$ cat config.mk
export PLATFORM = sky130hd
export DESIGN_NAME = button_hold_gesture_engine_flat
export DESIGN_NICKNAME = d
export VERILOG_FILES = /design/src/design/bhg_pkg.sv /design/src/design/bhg_if.sv /design/src/design/bhg_csr.sv /design/src/design/bhg_core.sv /design/src/design/button_hold_gesture_engine.sv /design/src/flat_wrapper.sv
export SDC_FILE = /design/constraint.sdc
export NUM_CORES = 1
export LEC_CHECK = 0
export BUFFER_PORTS_ARGS = -buffer_cell sky130_fd_sc_hd__buf_2
export CAP_MARGIN = 40
export CORE_MARGIN = 1
export CORE_UTILIZATION = 50
export DETAILED_ROUTE_END_ITERATION = 10
export PLACE_DENSITY = 0.66
export SYNTH_ARGS = -nofsm -noshare
export SYNTH_HDL_FRONTEND = slang
export SYNTH_SLANG_ARGS = --single-unit
$ cat constraint.sdc
create_clock -name clock -period 18.3 [get_ports clock]
set_input_delay 3.66 -clock clock [delete_from_list [all_inputs] [get_ports clock]]
set_output_delay 3.66 -clock clock [all_outputs]
set_load 0.02 [all_outputs]
$ cat src/design/bhg_pkg.sv
// Package for the button hold gesture engine: field widths, configuration
// register indexes, LED bit positions and the request/result/config types.
// No dependencies.
package bhg_pkg;

   localparam int NOW_W         = 32;
   localparam int CFG_W         = 16;
   localparam int CSR_IDX_W     = 3;
   localparam int TIME_BITS_DEF = 32;

   // Configuration register indexes
   localparam logic [CSR_IDX_W-1:0] REG_DEBOUNCE   = 3'd0;
   localparam logic [CSR_IDX_W-1:0] REG_LONG_PRESS = 3'd1;
   localparam logic [CSR_IDX_W-1:0] REG_LED_FIRST  = 3'd2;
   localparam logic [CSR_IDX_W-1:0] REG_LED_STEP   = 3'd3;
   localparam logic [CSR_IDX_W-1:0] REG_ENTRY_DONE = 3'd4;
   localparam logic [CSR_IDX_W-1:0] REG_EXIT_DONE  = 3'd5;

   // Reset values of the configuration registers
   localparam logic [CFG_W-1:0] DEBOUNCE_RST   = 16'd30;
   localparam logic [CFG_W-1:0] LONG_PRESS_RST = 16'd700;
   localparam logic [CFG_W-1:0] LED_FIRST_RST  = 16'd250;
   localparam logic [CFG_W-1:0] LED_STEP_RST   = 16'd250;
   localparam logic [CFG_W-1:0] ENTRY_DONE_RST = 16'd1500;
   localparam logic [CFG_W-1:0] EXIT_DONE_RST  = 16'd1250;

   // Bit positions in the LED level vector
   localparam int LED_SEL = 0;
   localparam int LED_A   = 1;
   localparam int LED_B   = 2;
   localparam int LED_C   = 3;

   typedef struct packed {
      logic [CFG_W-1:0] min_press_ms;
      logic [CFG_W-1:0] long_press_ms;
      logic [CFG_W-1:0] led_first_ms;
      logic [CFG_W-1:0] led_step_ms;
      logic [CFG_W-1:0] entry_done_ms;
      logic [CFG_W-1:0] exit_done_ms;
   } cfg_type;

   typedef struct packed {
      logic [NOW_W-1:0] now_ms;
      logic             button_down;
      logic             pairing_active;
      logic             root_exit_armed;
      logic             menu_shown;
      logic             menu_escape_available;
   } req_type;

   typedef struct packed {
      logic event_valid;
      logic event_long;
      logic led_select;
      logic led_a;
      logic led_b;
      logic led_c;
      logic hold_active;
      logic enter_setup;
      logic leave_setup;
      logic cancel_preview;
   } rsp_type;

endpackage

$ cat src/design/bhg_if.sv
// Channel interfaces of the button hold gesture engine: poll request,
// result and configuration write. Depends on bhg_pkg.
interface bhg_req_if import bhg_pkg::*; ();
   logic             valid;
   logic             ready;
   logic [NOW_W-1:0] now_ms;
   logic             button_down;
   logic             pairing_active;
   logic             root_exit_armed;
   logic             menu_shown;
   logic             menu_escape_available;

   modport source (output valid, now_ms, button_down, pairing_active, root_exit_armed,
                   menu_shown, menu_escape_available, input ready);
   modport sink (input valid, now_ms, button_down, pairing_active, root_exit_armed,
                 menu_shown, menu_escape_available, output ready);
endinterface

interface bhg_rsp_if;
   logic valid;
   logic ready;
   logic event_valid;
   logic event_long;
   logic led_select;
   logic led_a;
   logic led_b;
   logic led_c;
   logic hold_active;
   logic enter_setup;
   logic leave_setup;
   logic cancel_preview;

   modport source (output valid, event_valid, event_long, led_select, led_a, led_b, led_c,
                   hold_active, enter_setup, leave_setup, cancel_preview, input ready);
   modport sink (input valid, event_valid, event_long, led_select, led_a, led_b, led_c,
                 hold_active, enter_setup, leave_setup, cancel_preview, output ready);
endinterface

interface bhg_csr_if import bhg_pkg::*; ();
   logic                 valid;
   logic                 ready;
   logic [CSR_IDX_W-1:0] index;
   logic [CFG_W-1:0]     wdata;

   modport source (output valid, index, wdata, input ready);
   modport sink (input valid, index, wdata, output ready);
endinterface

$ cat src/design/bhg_csr.sv
// Configuration register file of the button hold gesture engine.
// Depends on bhg_pkg and bhg_csr_if.
module bhg_csr import bhg_pkg::*; (
   input  logic      clock,
   input  logic      reset,
   bhg_csr_if.sink   csr_bus,
   output cfg_type   cfg
);

   cfg_type cfg_ff;

   assign csr_bus.ready = 1'b1;
   assign cfg = cfg_ff;

   always_ff @(posedge clock) begin
      if (reset) begin
         cfg_ff.min_press_ms  <= DEBOUNCE_RST;
         cfg_ff.long_press_ms <= LONG_PRESS_RST;
         cfg_ff.led_first_ms  <= LED_FIRST_RST;
         cfg_ff.led_step_ms   <= LED_STEP_RST;
         cfg_ff.entry_done_ms <= ENTRY_DONE_RST;
         cfg_ff.exit_done_ms  <= EXIT_DONE_RST;
      end else if (csr_bus.valid) begin
         case (csr_bus.index)
            REG_DEBOUNCE:   cfg_ff.min_press_ms  <= csr_bus.wdata;
            REG_LONG_PRESS: cfg_ff.long_press_ms <= csr_bus.wdata;
            REG_LED_FIRST:  cfg_ff.led_first_ms  <= csr_bus.wdata;
            REG_LED_STEP:   cfg_ff.led_step_ms   <= csr_bus.wdata;
            REG_ENTRY_DONE: cfg_ff.entry_done_ms <= csr_bus.wdata;
            REG_EXIT_DONE:  cfg_ff.exit_done_ms  <= csr_bus.wdata;
            default: ;
         endcase
      end
   end

endmodule

$ cat src/design/bhg_core.sv
// Gesture state machine: phase, press/hold timestamps, LED timelines and
// event decisions for one poll per cycle in which step is high. Depends on bhg_pkg.
module bhg_core import bhg_pkg::*; #(
   parameter int TIME_BITS = TIME_BITS_DEF
) (
   input  logic    clock,
   input  logic    reset,
   input  logic    step,
   input  req_type item,
   input  cfg_type cfg,
   output rsp_type result
);

   localparam int TL_W = CFG_W + 2;
   localparam int CW   = (TIME_BITS > TL_W) ? TIME_BITS : TL_W;

   localparam logic [2:0] PH_IDLE  = 3'd0;
   localparam logic [2:0] PH_PRE   = 3'd1;
   localparam logic [2:0] PH_ENTRY = 3'd2;
   localparam logic [2:0] PH_EXIT  = 3'd3;
   localparam logic [2:0] PH_CONN  = 3'd4;

   logic [2:0]           phase_ff, phase_in;
   logic                 prev_ff, prev_in;
   logic [TIME_BITS-1:0] press_start_ff, press_start_in;
   logic [TIME_BITS-1:0] hold_start_ff, hold_start_in;
   logic [TIME_BITS-1:0] tl_start_ff, tl_start_in;
   logic                 sup_ff, sup_in;
   logic                 entry_fin_ff, entry_fin_in;
   logic                 exit_fin_ff, exit_fin_in;
   logic [3:0]           leds_ff, leds_in;
   logic                 hold_ff, hold_in;

   logic [TIME_BITS-1:0] now_t, el_press, el_hold, el_tl;
   logic [TL_W-1:0]      t1, t2, t3, t4;
   logic [CW-1:0]        c1, c2, c3, c4;

   assign now_t    = item.now_ms[TIME_BITS-1:0];
   assign el_press = now_t - press_start_ff;
   assign el_hold  = now_t - hold_start_ff;
   assign el_tl    = now_t - tl_start_ff;

   // Timeline step boundaries; the widest one still fits in 18 bits.
   assign t1 = {2'b00, cfg.led_first_ms};
   assign t2 = t1 + {2'b00, cfg.led_step_ms};
   assign t3 = t2 + {2'b00, cfg.led_step_ms};
   assign t4 = t3 + {2'b00, cfg.led_step_ms};
   assign c1 = CW'(t1);
   assign c2 = CW'(t2);
   assign c3 = CW'(t3);
   assign c4 = CW'(t4);

   function automatic logic ge_cfg(input logic [TIME_BITS-1:0] e, input logic [CFG_W-1:0] t);
      return CW'(e) >= CW'(t);
   endfunction

   function automatic logic [3:0] entry_leds(input logic [TIME_BITS-1:0] e,
                                            input logic [CFG_W-1:0] done);
      logic [CW-1:0] ew;
      logic [3:0]    lv;
      ew = CW'(e);
      lv = '0;
      if (ew < c1) lv = '0;
      else if (ew < c2) lv[LED_B] = 1'b1;
      else if (ew < c3) begin
         lv[LED_B] = 1'b1;
         lv[LED_C] = 1'b1;
      end else if (ew < c4) begin
         lv[LED_B] = 1'b1;
         lv[LED_C] = 1'b1;
         lv[LED_A] = 1'b1;
      end else if (ew < CW'(done)) lv = 4'b1111;
      else lv = '0;
      return lv;
   endfunction

   function automatic logic [3:0] exit_leds(input logic [TIME_BITS-1:0] e);
      logic [CW-1:0] ew;
      logic [3:0]    lv;
      ew = CW'(e);
      lv = '0;
      if (ew < c1) lv = 4'b1111;
      else if (ew < c2) begin
         lv[LED_B] = 1'b1;
         lv[LED_C] = 1'b1;
         lv[LED_A] = 1'b1;
      end else if (ew < c3) begin
         lv[LED_B] = 1'b1;
         lv[LED_C] = 1'b1;
      end else if (ew < c4) lv[LED_B] = 1'b1;
      else lv = '0;
      return lv;
   endfunction

   always_comb begin
      logic down, pairing, armed, menu, esc, rel, hold_edge, mirror;
      logic ev, lng, enter, leave, cancel;
      down      = item.button_down;
      pairing   = item.pairing_active;
      armed     = pairing && item.root_exit_armed;
      menu      = item.menu_shown;
      esc       = item.menu_escape_available;
      rel       = !down && prev_ff;
      hold_edge = down && prev_ff;
      mirror    = 1'b1;
      ev        = 1'b0;
      lng       = 1'b0;
      enter     = 1'b0;
      leave     = 1'b0;
      cancel    = 1'b0;

      phase_in       = phase_ff;
      press_start_in = press_start_ff;
      hold_start_in  = hold_start_ff;
      tl_start_in    = tl_start_ff;
      sup_in         = sup_ff;
      entry_fin_in   = entry_fin_ff;
      exit_fin_in    = exit_fin_ff;
      leds_in        = leds_ff;
      hold_in        = hold_ff;

      case (phase_ff)
         PH_EXIT: begin
            hold_in = 1'b1;
            if (hold_edge) begin
               leds_in = exit_leds(el_hold);
               if (ge_cfg(el_hold, cfg.exit_done_ms) && !exit_fin_ff) begin
                  exit_fin_in = 1'b1;
                  leave       = 1'b1;
                  phase_in    = PH_IDLE;
                  hold_in     = 1'b0;
                  sup_in      = 1'b1;
               end
            end else if (rel) begin
               if (!exit_fin_ff) leds_in = '0;
               phase_in = PH_IDLE;
               hold_in  = 1'b0;
               mirror   = 1'b0;
            end
         end
         PH_PRE: begin
            if (rel) begin
               phase_in = PH_IDLE;
               cancel   = 1'b1;
               ev       = !sup_ff && ge_cfg(el_press, cfg.min_press_ms);
               lng      = ge_cfg(el_press, cfg.long_press_ms);
               sup_in   = 1'b0;
               mirror   = 1'b0;
            end else if (hold_edge && ge_cfg(el_press, cfg.long_press_ms)) begin
               cancel = 1'b1;
               if (menu && !pairing && esc) begin
                  ev       = 1'b1;
                  lng      = 1'b1;
                  phase_in = PH_IDLE;
                  sup_in   = 1'b1;
               end else begin
                  phase_in    = PH_ENTRY;
                  tl_start_in = now_t;
                  hold_in     = 1'b1;
                  leds_in     = entry_leds('0, cfg.entry_done_ms);
               end
            end
         end
         PH_ENTRY: begin
            hold_in          = 1'b1;
            leds_in[LED_SEL] = 1'b0;
            if (hold_edge) begin
               leds_in = entry_leds(el_tl, cfg.entry_done_ms);
               if (ge_cfg(el_tl, cfg.entry_done_ms) && !entry_fin_ff) begin
                  entry_fin_in = 1'b1;
                  enter        = 1'b1;
                  phase_in     = PH_IDLE;
                  hold_in      = 1'b0;
                  sup_in       = 1'b1;
               end
            end else if (rel) begin
               phase_in = PH_IDLE;
               if (!entry_fin_ff) begin
                  leds_in = '0;
                  hold_in = 1'b0;
                  ev      = !sup_ff && ge_cfg(el_press, cfg.min_press_ms);
                  lng     = ge_cfg(el_press, cfg.long_press_ms);
               end
               sup_in = 1'b0;
               mirror = 1'b0;
            end
         end
         PH_CONN: begin
            if (rel) begin
               phase_in = PH_IDLE;
               ev       = !sup_ff && ge_cfg(el_press, cfg.min_press_ms);
               lng      = ge_cfg(el_press, cfg.long_press_ms);
               sup_in   = 1'b0;
               mirror   = 1'b0;
            end else if (hold_edge && ge_cfg(el_press, cfg.long_press_ms)) begin
               if (armed) begin
                  phase_in      = PH_EXIT;
                  hold_start_in = now_t;
                  exit_fin_in   = 1'b0;
                  hold_in       = 1'b1;
                  leds_in       = exit_leds('0);
               end else begin
                  ev       = 1'b1;
                  lng      = 1'b1;
                  phase_in = PH_IDLE;
                  sup_in   = 1'b1;
               end
            end
         end
         default: begin
            if (down && !prev_ff) begin
               hold_start_in  = now_t;
               press_start_in = now_t;
               entry_fin_in   = 1'b0;
               exit_fin_in    = 1'b0;
               phase_in       = pairing ? PH_CONN : PH_PRE;
            end else if (rel) begin
               ev     = !sup_ff && ge_cfg(el_hold, cfg.min_press_ms);
               lng    = ge_cfg(el_hold, cfg.long_press_ms);
               sup_in = 1'b0;
            end
         end
      endcase

      // Select LED follows the button in idle (unless pairing/suppressed), pre and conn, except on release.
      if (mirror) begin
         if (phase_in == PH_IDLE) leds_in[LED_SEL] = !(pairing || sup_in) && down;
         else if (phase_in == PH_PRE || phase_in == PH_CONN) leds_in[LED_SEL] = down;
      end
      prev_in = down;

      result.event_valid    = ev;
      result.event_long     = ev && lng;
      result.led_select     = leds_in[LED_SEL];
      result.led_a          = leds_in[LED_A];
      result.led_b          = leds_in[LED_B];
      result.led_c          = leds_in[LED_C];
      result.hold_active    = hold_in;
      result.enter_setup    = enter;
      result.leave_setup    = leave;
      result.cancel_preview = cancel;
   end

   always_ff @(posedge clock) begin
      if (reset) begin
         phase_ff       <= PH_IDLE;
         prev_ff        <= 1'b0;
         press_start_ff <= '0;
         hold_start_ff  <= '0;
         tl_start_ff    <= '0;
         sup_ff         <= 1'b0;
         entry_fin_ff   <= 1'b0;
         exit_fin_ff    <= 1'b0;
         leds_ff        <= '0;
         hold_ff        <= 1'b0;
      end else if (step) begin
         phase_ff       <= phase_in;
         prev_ff        <= prev_in;
         press_start_ff <= press_start_in;
         hold_start_ff  <= hold_start_in;
         tl_start_ff    <= tl_start_in;
         sup_ff         <= sup_in;
         entry_fin_ff   <= entry_fin_in;
         exit_fin_ff    <= exit_fin_in;
         leds_ff        <= leds_in;
         hold_ff        <= hold_in;
      end
   end

endmodule

$ cat src/design/button_hold_gesture_engine.sv
// Button hold gesture engine, top level: request register, gesture core, result register.
// A request is held in the request register; its result is registered in the result
// register when that register is empty or its result is being taken.
// Throughput: one request per cycle while the result channel is not stalled; the state
// update for a request is done as it moves from the request register to the result register.
// Reset (synchronous, active high) clears the gesture state, the channel valids
// and loads the configuration registers with their default values.
module button_hold_gesture_engine import bhg_pkg::*; #(
   parameter int TIME_BITS = TIME_BITS_DEF
) (
   input  logic      clock,
   input  logic      reset,
   bhg_req_if.sink   req_bus,
   bhg_rsp_if.source rsp_bus,
   bhg_csr_if.sink   csr_bus
);

   cfg_type cfg;
   req_type in_item_ff;
   logic    in_valid_ff;
   rsp_type core_result;
   rsp_type out_ff;
   logic    out_valid_ff;
   logic    advance;

   assign advance       = in_valid_ff && (!out_valid_ff || rsp_bus.ready);
   assign req_bus.ready = !in_valid_ff || advance;

   bhg_csr u_csr (
      .clock   (clock),
      .reset   (reset),
      .csr_bus (csr_bus),
      .cfg     (cfg)
   );

   bhg_core #(.TIME_BITS(TIME_BITS)) u_core (
      .clock  (clock),
      .reset  (reset),
      .step   (advance),
      .item   (in_item_ff),
      .cfg    (cfg),
      .result (core_result)
   );

   always_ff @(posedge clock) begin
      if (reset) begin
         in_valid_ff <= 1'b0;
      end else if (req_bus.ready) begin
         in_valid_ff <= req_bus.valid;
      end
   end

   always_ff @(posedge clock) begin
      if (req_bus.valid && req_bus.ready) begin
         in_item_ff.now_ms                <= req_bus.now_ms;
         in_item_ff.button_down           <= req_bus.button_down;
         in_item_ff.pairing_active        <= req_bus.pairing_active;
         in_item_ff.root_exit_armed       <= req_bus.root_exit_armed;
         in_item_ff.menu_shown            <= req_bus.menu_shown;
         in_item_ff.menu_escape_available <= req_bus.menu_escape_available;
      end
   end

   always_ff @(posedge clock) begin
      if (reset) begin
         out_valid_ff <= 1'b0;
      end else if (advance) begin
         out_valid_ff <= 1'b1;
      end else if (rsp_bus.ready) begin
         out_valid_ff <= 1'b0;
      end
   end

   always_ff @(posedge clock) begin
      if (advance) begin
         out_ff <= core_result;
      end
   end

   assign rsp_bus.valid          = out_valid_ff;
   assign rsp_bus.event_valid    = out_ff.event_valid;
   assign rsp_bus.event_long     = out_ff.event_long;
   assign rsp_bus.led_select     = out_ff.led_select;
   assign rsp_bus.led_a          = out_ff.led_a;
   assign rsp_bus.led_b          = out_ff.led_b;
   assign rsp_bus.led_c          = out_ff.led_c;
   assign rsp_bus.hold_active    = out_ff.hold_active;
   assign rsp_bus.enter_setup    = out_ff.enter_setup;
   assign rsp_bus.leave_setup    = out_ff.leave_setup;
   assign rsp_bus.cancel_preview = out_ff.cancel_preview;

endmodule
$ cat src/flat_wrapper.sv
// flat-port wrapper written by rule: the top's interface ports become plain ports
module button_hold_gesture_engine_flat import bhg_pkg::*;
#(
   parameter int TIME_BITS = TIME_BITS_DEF
)
  (clock, reset, req_bus_valid, req_bus_now_ms, req_bus_button_down, req_bus_pairing_active, req_bus_root_exit_armed, req_bus_menu_shown, req_bus_menu_escape_available, req_bus_ready, rsp_bus_valid, rsp_bus_event_valid, rsp_bus_event_long, rsp_bus_led_select, rsp_bus_led_a, rsp_bus_led_b, rsp_bus_led_c, rsp_bus_hold_active, rsp_bus_enter_setup, rsp_bus_leave_setup, rsp_bus_cancel_preview, rsp_bus_ready, csr_bus_valid, csr_bus_index, csr_bus_wdata, csr_bus_ready);
  bhg_req_if req_bus_i ();
  bhg_rsp_if rsp_bus_i ();
  bhg_csr_if csr_bus_i ();
  input  logic clock;
  input  logic reset;
  input wire logic [$bits(req_bus_i.valid)-1:0] req_bus_valid;
  input wire logic [$bits(req_bus_i.now_ms)-1:0] req_bus_now_ms;
  input wire logic [$bits(req_bus_i.button_down)-1:0] req_bus_button_down;
  input wire logic [$bits(req_bus_i.pairing_active)-1:0] req_bus_pairing_active;
  input wire logic [$bits(req_bus_i.root_exit_armed)-1:0] req_bus_root_exit_armed;
  input wire logic [$bits(req_bus_i.menu_shown)-1:0] req_bus_menu_shown;
  input wire logic [$bits(req_bus_i.menu_escape_available)-1:0] req_bus_menu_escape_available;
  output wire logic [$bits(req_bus_i.ready)-1:0] req_bus_ready;
  output wire logic [$bits(rsp_bus_i.valid)-1:0] rsp_bus_valid;
  output wire logic [$bits(rsp_bus_i.event_valid)-1:0] rsp_bus_event_valid;
  output wire logic [$bits(rsp_bus_i.event_long)-1:0] rsp_bus_event_long;
  output wire logic [$bits(rsp_bus_i.led_select)-1:0] rsp_bus_led_select;
  output wire logic [$bits(rsp_bus_i.led_a)-1:0] rsp_bus_led_a;
  output wire logic [$bits(rsp_bus_i.led_b)-1:0] rsp_bus_led_b;
  output wire logic [$bits(rsp_bus_i.led_c)-1:0] rsp_bus_led_c;
  output wire logic [$bits(rsp_bus_i.hold_active)-1:0] rsp_bus_hold_active;
  output wire logic [$bits(rsp_bus_i.enter_setup)-1:0] rsp_bus_enter_setup;
  output wire logic [$bits(rsp_bus_i.leave_setup)-1:0] rsp_bus_leave_setup;
  output wire logic [$bits(rsp_bus_i.cancel_preview)-1:0] rsp_bus_cancel_preview;
  input wire logic [$bits(rsp_bus_i.ready)-1:0] rsp_bus_ready;
  input wire logic [$bits(csr_bus_i.valid)-1:0] csr_bus_valid;
  input wire logic [$bits(csr_bus_i.index)-1:0] csr_bus_index;
  input wire logic [$bits(csr_bus_i.wdata)-1:0] csr_bus_wdata;
  output wire logic [$bits(csr_bus_i.ready)-1:0] csr_bus_ready;
  assign req_bus_i.valid = req_bus_valid;
  assign req_bus_i.now_ms = req_bus_now_ms;
  assign req_bus_i.button_down = req_bus_button_down;
  assign req_bus_i.pairing_active = req_bus_pairing_active;
  assign req_bus_i.root_exit_armed = req_bus_root_exit_armed;
  assign req_bus_i.menu_shown = req_bus_menu_shown;
  assign req_bus_i.menu_escape_available = req_bus_menu_escape_available;
  assign req_bus_ready = req_bus_i.ready;
  assign rsp_bus_valid = rsp_bus_i.valid;
  assign rsp_bus_event_valid = rsp_bus_i.event_valid;
  assign rsp_bus_event_long = rsp_bus_i.event_long;
  assign rsp_bus_led_select = rsp_bus_i.led_select;
  assign rsp_bus_led_a = rsp_bus_i.led_a;
  assign rsp_bus_led_b = rsp_bus_i.led_b;
  assign rsp_bus_led_c = rsp_bus_i.led_c;
  assign rsp_bus_hold_active = rsp_bus_i.hold_active;
  assign rsp_bus_enter_setup = rsp_bus_i.enter_setup;
  assign rsp_bus_leave_setup = rsp_bus_i.leave_setup;
  assign rsp_bus_cancel_preview = rsp_bus_i.cancel_preview;
  assign rsp_bus_i.ready = rsp_bus_ready;
  assign csr_bus_i.valid = csr_bus_valid;
  assign csr_bus_i.index = csr_bus_index;
  assign csr_bus_i.wdata = csr_bus_wdata;
  assign csr_bus_ready = csr_bus_i.ready;
  button_hold_gesture_engine #(.TIME_BITS(TIME_BITS)) u_core (.clock(clock), .reset(reset), .req_bus(req_bus_i), .rsp_bus(rsp_bus_i), .csr_bus(csr_bus_i));
endmodule
# Word-level counts from Yosys, hierarchy flattened
# Cells that the tools add are included.
op_classes:
  mux: 126
  n_bitwise: 6
  order_cmp: 20
  reduce_logical: 53
  n_eq_ne: 18
  add_sub_neg: 6
op_table:
  columns: ["operator", "n"]
  rows:
  - ["32-bit by 16-bit greater-or-equal comparator with 1-bit output", 6]
  - ["32-bit by 18-bit less-than comparator with 1-bit output", 4]
  - ["32-bit two-way mux", 4]
  - ["32-bit by 16-bit less-than comparator with 1-bit output", 3]
  - ["32-bit subtractor", 3]
  - ["4-bit two-way mux", 18]
  - ["1-bit two-way mux", 69]
  - ["32-bit by 17-bit less-than comparator with 1-bit output", 2]
  - ["32-bit one-hot mux with 2 select lines", 1]
  - ["3-bit two-way mux", 15]
  - ["1-bit by 18-bit less-than comparator with 1-bit output (first input constant)", 2]
  - ["1-bit by 16-bit less-than comparator with 1-bit output (first input constant)", 2]
  - ["2-bit two-way mux", 10]
  - ["17-bit by 16-bit adder with 18-bit output", 1]
  - ["18-bit by 16-bit adder with 18-bit output", 1]
  - ["16-bit by 16-bit adder with 17-bit output", 1]
  - ["1-bit by 17-bit less-than comparator with 1-bit output (first input constant)", 1]
  - ["1-bit one-hot mux with 4 select lines", 4]
  - ["4-bit one-hot mux with 4 select lines", 1]
  - ["2-bit AND reduction", 8]
  - ["1-bit logical AND", 15]
  - ["2-bit != test (second input constant)", 7]
  - ["3-bit by 2-bit == test with 1-bit output (second input constant)", 4]
  - ["3-bit == test (second input constant)", 4]
  - ["17 further kinds", 43]
word_totals:
  elab_cells: 263
  register_bits: 253

# Longest topological paths before layout
# Gate-level depths: netlist of the first run.
logic_depth:
  ltp_word: 15
  depth_mapped: 34

# Hierarchy
# From an unflattened synthesis of the first run, not the netlist that was laid out.
unflattened:
  cells_unflattened: 3068
  area_unflattened_um2: 24632.4
by_module_without_submodules:
  columns: ["mod", "n_inst", "area_per_inst_um2", "cells_each"]
  rows:
  - ["bhg_core", 1, 19321.0, 2658]
  - ["bhg_csr", 1, 3796.1, 353]
  - ["button_hold_gesture_engine", 1, 1515.2, 57]

# Worst setup path after synthesis of the first run
# OpenSTA, ideal clock, no wires.
synth_timing:
  path_type: "input-to-output"
  startpoint: "in rsp_bus_ready"
  endpoint: "out req_bus_ready"
  path_buffers: 0
  path_stages: 2
  slack_ns: 10.628
  arrival_ns: 4.012
  cell_sequence: "nor2b_1 > nand2_1"
synth_via:
  elab_chain_len: 3
synth_rtl:
  columns: ["element", "line_no", "rtl"]
  rows:
  - ["start, declared", "flat_wrapper.sv:31", "input wire logic [$bits(rsp_bus_i.ready)-1:0] rsp_bus_ready;"]
  - ["1-bit logical OR", "button_hold_gesture_engine.sv:26", "assign advance = in_valid_ff && (!out_valid_ff || rsp_bus.ready);"]
  - ["1-bit logical AND", "button_hold_gesture_engine.sv:26", null]
  - ["1-bit logical OR", "button_hold_gesture_engine.sv:27", "assign req_bus.ready = !in_valid_ff || advance;"]
  - ["end, declared", "flat_wrapper.sv:19", "output wire logic [$bits(req_bus_i.ready)-1:0] req_bus_ready;"]
# Every way passes these cells.

==> results of run 1 <==
[final timing paths]
check	start	to	slack (ns)
worst min register to register	u_core.u_core.press_start_ff[16]$_SDFFE_PP0P_	u_core.u_core.press_start_ff[16]$_SDFFE_PP0P_	0.45
worst max-delay path	u_core.u_csr.cfg[33]$_SDFFE_PP1P_	u_core.rsp_bus.led_select$_DFFE_PP_	10.14
worst max register to register	u_core.u_csr.cfg[33]$_SDFFE_PP1P_	u_core.rsp_bus.led_select$_DFFE_PP_	10.14
worst min-delay path	u_core.u_core.press_start_ff[16]$_SDFFE_PP0P_	u_core.u_core.press_start_ff[16]$_SDFFE_PP0P_	0.45
[power breakdown]
part           switching (mW)  internal, mW
logic                   0.466         0.289
registers              0.0226         0.587
clock network           0.249         0.355
total                   0.738          1.23
[sequential cells by signal, indices dropped and copies added, names as in the netlist, 3 cells and up]
name,count
u_core.u_core.hold_start_ff,32
u_core.u_core.tl_start_ff,32
u_core.u_core.leds_ff,4
u_core.u_csr.cfg,96
u_core.u_core.phase_ff,3
u_core.u_core.press_start_ff,32
u_core.in_item_ff,37
[cell usage after synthesis (7+ instances only)]
library cell  number
nor4b_1            8
nor2b_1           30
nand3b_1          14
o21a_1            41
xnor2_1           43
nand3_1           42
o21ai_0          129
o211ai_1          32
ha_1             368
and3_1            23
nand2b_1          29
o22ai_1            9
xor2_1            54
a21o_1           105
or4_1              9
inv_1            262
o21bai_1          19
o21ai_1           17
edfxtp_1          47
clkbuf_1          74
o221ai_1           8
mux2i_1           70
nand2_1          373
a211o_1           38
a31oi_1           28
nor4_1            39
a21oi_1          280
dfxtp_1          206
o2111ai_1         16
a211oi_1          36
nand4_1           53
a311oi_1          10
a21boi_0           8
nor2_1           254
nor3_1            73
or3_1             21
o31a_1             7
o211a_1            7
a31o_2             7
o31ai_1           12
o41ai_1            8
a2111oi_0          8
buf_2             22
and2_1            20
[cell type report]
class | instances | area [um^2] | share of cell area [%]
clock buffer | 47 | 907.1 | 3.503
clock inverter | 9 | 106.4 | 0.4106
inverter | 262 | 983.4 | 3.797
multi-input combinational | 2450 | 16970 | 65.51
sequential | 253 | 5535 | 21.37
tap | 607 | 759.5 | 2.933
timing repair buffer | 105 | 640.6 | 2.474
[cells in the final DEF (no fill, tap or decap), types with 28 or more instances in the layout]
master	synthesis	layout
o21a_1	41	41
edfxtp_1	47	47
nor2_1	254	253
a31oi_1	28	28
o211ai_1	32	32
buf_2	22	72
buf_4	2	29
nor3_1	73	70
a211o_1	38	38
a21oi_1	280	280
nand4_1	53	53
xnor2_1	43	42
nor4_1	39	39
mux2i_1	70	70
a21o_1	105	105
nor2b_1	30	30
ha_1	368	368
o21ai_0	129	129
nand2b_1	29	29
nand2_1	373	373
clkbuf_16	0	32
xor2_1	54	54
a211oi_1	36	36
dfxtp_1	206	206
nand3_1	42	42
inv_1	262	262
[kinds of logic (layout without fill, tap and decap cells)]
kind of cell / Yosys count / count (layout) / synth area share [%]
AOI/OAI and AO/OA: 878 / 878 / 24.12
xor gates and xnor gates: 98 / 98 / 3.629
adders and majority gates: 374 / 374 / 19.80
buffers and inverters: 361 / 423 / 5.826
DFF: 253 / 253 / 23.20
muxes: 73 / 73 / 3.078
other: 1 / 1 / 0.01572
and+or+nand+nor: 1026 / 1026 / 20.34
[metal layers]
metal	track usage, %	share of wire [%]	routed length, um
met5	0	0.023	17
met4	9.241	3.1	2320
met3	3.134	5.7	4288
met2	52.16	46	34720
met1	40.55	45	33860
[worst reg2reg max path: cells and delay by family, from the launching register on]
kind,cells,cell delay [ns]
AO/OA/AOI/OAI,15,4.12
XOR/XNOR,3,1.19
adder cells (fa/ha/maj),4,1.37
buffers and inverters,2,0.21
flip-flops,1,0.41
AND/OR/NAND/NOR,6,0.59
==> impl_metrics.csv, run 1 <==
group,metric,value,unit
floorplan,io_pins,74,
placement,post-place-ws,10.40,ns
hold_path,min_path_type,"reg -> reg",
logic_synthesis,synth.yosys.seq_area_share,23.20,%
clocking,tritoncts,"yes",
placement,placed_cells,3677,
worst_setup_path,cp_top_family,"compound AO/OA/AOI/OAI gates",
finish,synthToLayoutAreaGrowth,8.542,%
run_status,outcome,"finished clean",
floorplan,coreArea,46850,um^2
worst_setup_path,path_depth,30,
grt,globalRouteOverflowTotal,0,
drt,wirelength,75220,um
sta,hold_viol,0,
drt,drt_iter0_drc,1792,
sta,skew,0.04517,ns
placement,placed_cell_area,24890,um^2
worst_setup_path,worst-setup-path-type,"reg -> reg",
placement,dpl.hpwl,60920,um
worst_setup_path,crit_buf_inv,2,
sta,fmax,122.6,MHz
clocking,cts_buffers,30,
sta,rsz0062_at_grt,"no",
worst_setup_path,cpMostUsedCell,"ha_1",
finish,final_core_utilization,55.28,%
worst_setup_path,slowest_delay,0.61,ns
logic_synthesis,yosysTopAreaCell,"ha_1",
worst_setup_path,end_kind,"flip-flop",
power_and_ir_drop,p_per_area,76.05,nW/um^2
clocking,post_cts_resize_count,0,
logic_synthesis,yosysTopAreaCellShare,19.30,%
worst_setup_path,slowest_stage,"a2111oi_0",
logic_synthesis,synth_seq_cells,253,
logic_synthesis,ys.flop_type,"dfxtp_1",
finish,final_cells,3733,
finish,drive_above_1_share,6.174,%
drt,vias,22910,
floorplan,dieArea,48600,um^2
sta,tightest_slew,0.9815,ns
clocking,clock_sinks,253,
worst_setup_path,crit_arrival,8.47,ns
grt,grt_max_degree,85,
grt,grt_pass1_wl,117500,um
clocking,cts.hold.buffers_added,0,
finish,final_area,25900,um^2
sta,hold-worst-slack,0.4525,ns
clocking,clkLatencyLatePin,0.62,ns
logic_synthesis,async_reset_ff_share,0,%
floorplan,rows,79,
placement,portBuffers,72,
power_and_ir_drop,vdd_drop_max,93.47,uV
clocking,cts_setup_buffers,0,
drt,viasPerCell,6.137,
worst_setup_path,startpoint_type,"flip-flop",
finish,fin_nets,3537,
sta,tns,0,ns
logic_synthesis,synth-edff-count,47,
power_and_ir_drop,p_leak,10.96,nW
drt,ant_nets,0,
grt,grt_usage,30.61,%
drt,dr.pass1.iters,6,
sta,setup_slack,10.14,ns
clocking,cts_buffer_depth,3,
sta,relSlewSlack,34.10,%
worst_setup_path,cp.required,18.62,ns
sta,setup_violations,0,
grt,grt_antenna_before_repair,1,
drt,drc,0,
logic_synthesis,synth.area.top_cells,"ha_1, dfxtp_1, edfxtp_1, a21oi_1, nand2_1",
logic_synthesis,syn-num-nets,3499,
hold_path,hold_depth,2,
sta,min_period_over_period,44.57,%
logic_synthesis,ys_warn_count,0,
floorplan,die-height,220.5,um
worst_setup_path,cp_max_fo,7,
grt,first_global_vias,21670,
logic_synthesis,ys_types,87,
logic_synthesis,netlist_area,23860,um^2
clocking,htreeDepth,1,
logic_synthesis,syn_inst,3064,
finish,fillers,4475,
sta,timing.final.crit_period,8.156,ns
run,max-cap-violations,0,
drt,wl_per_cell,20.15,um
floorplan,start_util,50.93,%
floorplan,die_w,220.5,um
placement,gp_congestion,1.016,
sta,finalMaxSlewViolations,0,
clocking,clk_pin_slew,0.06,ns
clocking,cts_root_buf,"clkbuf_16",
finish,diodes,0,
worst_setup_path,reg2reg_depth,30,
power_and_ir_drop,total_power,1.970,mW
logic_synthesis,avgSynthCellArea,7.787,um^2
No activity file was read; power rests on OpenSTA's default activity.
==> inputs of run 2 (changes only) <==
- PLACE_DENSITY: 0.66 -> 0.69
- clock period: 18.3 -> 6.76 ns (I/O delays scaled with it)
==> run 2 against run 1 <==
Against the previous run:
- the run now ends with DRC left
- power increased to 2.8 times the previous value
- wire length increased by 5.6%
- combinational power increased to 3.0 times the previous value
- core utilization increased by 2.7 points
- sequential cell count unchanged
- global-route usage increased by 1.5 points
- cell area increased by 4.8%
- critical path depth increased by 2
- final cell count increased by 3.4%
- sequential share of layout area decreased by 0.97 points
- count of clock-buffer cells in the layout decreased by 15
- largest cell class unchanged
- largest power group unchanged
==> impl_metrics.csv, run 2 (synthesis gave the netlist of run 1 again) <==
group,metric,value,unit
run_status,outcome,"complete, but fails checks",
run_status,violations,"DRC",
clocking,tritoncts,"yes",
hold_path,min_path_type,"reg -> reg",
finish,final_cell_mix,"nand2_1, ha_1, a21oi_1, inv_1, nor2_1",
sta,min_period_over_period,97.07,%
floorplan,die-height,220.5,um
drt,viasPerCell,6.083,
floorplan,dieArea,48600,um^2
floorplan,die_w,220.5,um
grt,grt_pass1_wl,122500,um
drt,wl_per_cell,20.57,um
grt,grt_antenna_before_repair,2,
worst_setup_path,slowest_stage,"a2111oi_4",
placement,gp_congestion,0.9796,
clocking,cts_buffers,30,
worst_setup_path,crit_buf_inv,2,
clocking,clock_sinks,253,
placement,portBuffers,72,
drt,drt_iter0_drc,1721,
finish,largest_register_ffs,96,
power_and_ir_drop,p_per_area,205.5,nW/um^2
worst_setup_path,cp_top_family,"compound AO/OA/AOI/OAI gates",
floorplan,start_util,50.93,%
sta,relSlewSlack,36.53,%
finish,layout_commonest_cell,"nand2_1",
sta,timing.final.crit_period,6.562,ns
power_and_ir_drop,p_leak,11.64,nW
grt,globalRouteOverflowTotal,0,
clocking,clk_pin_slew,0.06,ns
sta,tightest_slew,0.9521,ns
run,max-cap-violations,0,
worst_setup_path,worst-setup-path-type,"reg -> reg",
clocking,cts_root_buf,"clkbuf_16",
sta,skew,0.03503,ns
worst_setup_path,end_kind,"flip-flop",
sta,rsz0062_at_grt,"yes",
clocking,cts_buffer_depth,3,
grt,grt_usage,32.12,%
finish,fillers,4376,
sta,setup_slack,0.1984,ns
clocking,htreeDepth,1,
sta,hold_viol,0,
worst_setup_path,startpoint_type,"flip-flop",
sta,setup_violations,0,
drt,drc,4,
finish,fin_nets,3663,
grt,first_global_vias,22310,
floorplan,io_pins,74,
finish,final_area,27150,um^2
sta,fmax,152.4,MHz
grt,grt_max_degree,102,
floorplan,rows,79,
power_and_ir_drop,total_power,5.579,mW
clocking,clkLatencyLatePin,0.61,ns
drt,wirelength,79410,um
finish,drive_above_1_share,11.59,%
drt,dr.pass1.iters,11,
sta,tns,0,ns
drt,vias,23480,
finish,synthToLayoutAreaGrowth,13.80,%
drt,ant_nets,0,
worst_setup_path,slowest_delay,0.37,ns
placement,post-place-ws,-0.2456,ns
floorplan,coreArea,46850,um^2
power_and_ir_drop,vdd_drop_max,220.9,uV
placement,placed_cell_area,25760,um^2
worst_setup_path,cp_max_fo,3,
sta,finalMaxSlewViolations,0,
placement,dpl.hpwl,64370,um
worst_setup_path,cp.required,7.08,ns
worst_setup_path,crit_arrival,6.88,ns
[run 2: cell count changes in the layout (fill, tap and decap cells not counted), moves of 6 or more]
cell	delta
buf_4	+126
ha_1	-12
clkbuf_1	-10
ha_4	+9
clkinv_2	+7
xor2_1	-6
xor2_2	+6
[run 2: layout make-up]
type | instances | area, um^2 | share of cell area [%]
antenna | 1 | 2.502 | 0.009216
clock buffer | 32 | 778.2 | 2.866
clock inverter | 24 | 226.5 | 0.8341
inverter | 262 | 985.9 | 3.631
multi-input combinational | 2450 | 17270 | 63.59
sequential | 253 | 5539 | 20.40
tap | 607 | 759.5 | 2.797
timing repair buffer | 231 | 1595 | 5.875
[run 2: final timing paths]
check	startpoint	endpoint	slack (ns)	cells after the start
max	u_core.u_csr.cfg[48]$_SDFFE_PP0P_	u_core.rsp_bus.led_select$_DFFE_PP_	0.20	32
min	u_core.u_core.press_start_ff[16]$_SDFFE_PP0P_	u_core.u_core.press_start_ff[16]$_SDFFE_PP0P_	0.45	2
max reg2reg	u_core.u_csr.cfg[48]$_SDFFE_PP0P_	u_core.rsp_bus.led_select$_DFFE_PP_	0.20	32
min reg2reg	u_core.u_core.press_start_ff[16]$_SDFFE_PP0P_	u_core.u_core.press_start_ff[16]$_SDFFE_PP0P_	0.45	2
[run 2: metal layers]
metal  global-route usage, %  part of all wire, %  vias to the layer above
met2                   55.07                   47                      688
met5                       0                    0                        -
met1                   42.24                   45                    11210
met3                   4.151                  5.6                      130
li1                        -                    -                    11460
met4                   8.345                  2.8                        0
[run 2: through the flow]
step	hold slack (ns)	utilization (%)	cells
floorplan	0.4363	-	3064
global placement	0.4413	54.89	3789
detailed placement	0.4465	54.98	3793
CTS	0.4549	57.23	3849
global route	0.4688	57.95	3860
finish	0.4521	57.95	3860
[run 2: tightest hold or removal path: stages, from the launching register on]
cell and delay, ns:
dfxtp_1 0.31, nand2_1 0.05, a21oi_1 0.05
[run 2: what timing repair did]
item,CTS,global route
resized for setup,10,51
pin swaps,4,41
setup buffers,0,11
setup endpoints to repair,8,8
hold buffers,0,0
[run 2: power by group]
group	switching [mW]	total, mW	internal [mW]
Clock	0.726	1.65	0.925
Sequential	0.0605	1.65	1.59
Combinational	1.38	2.28	0.902
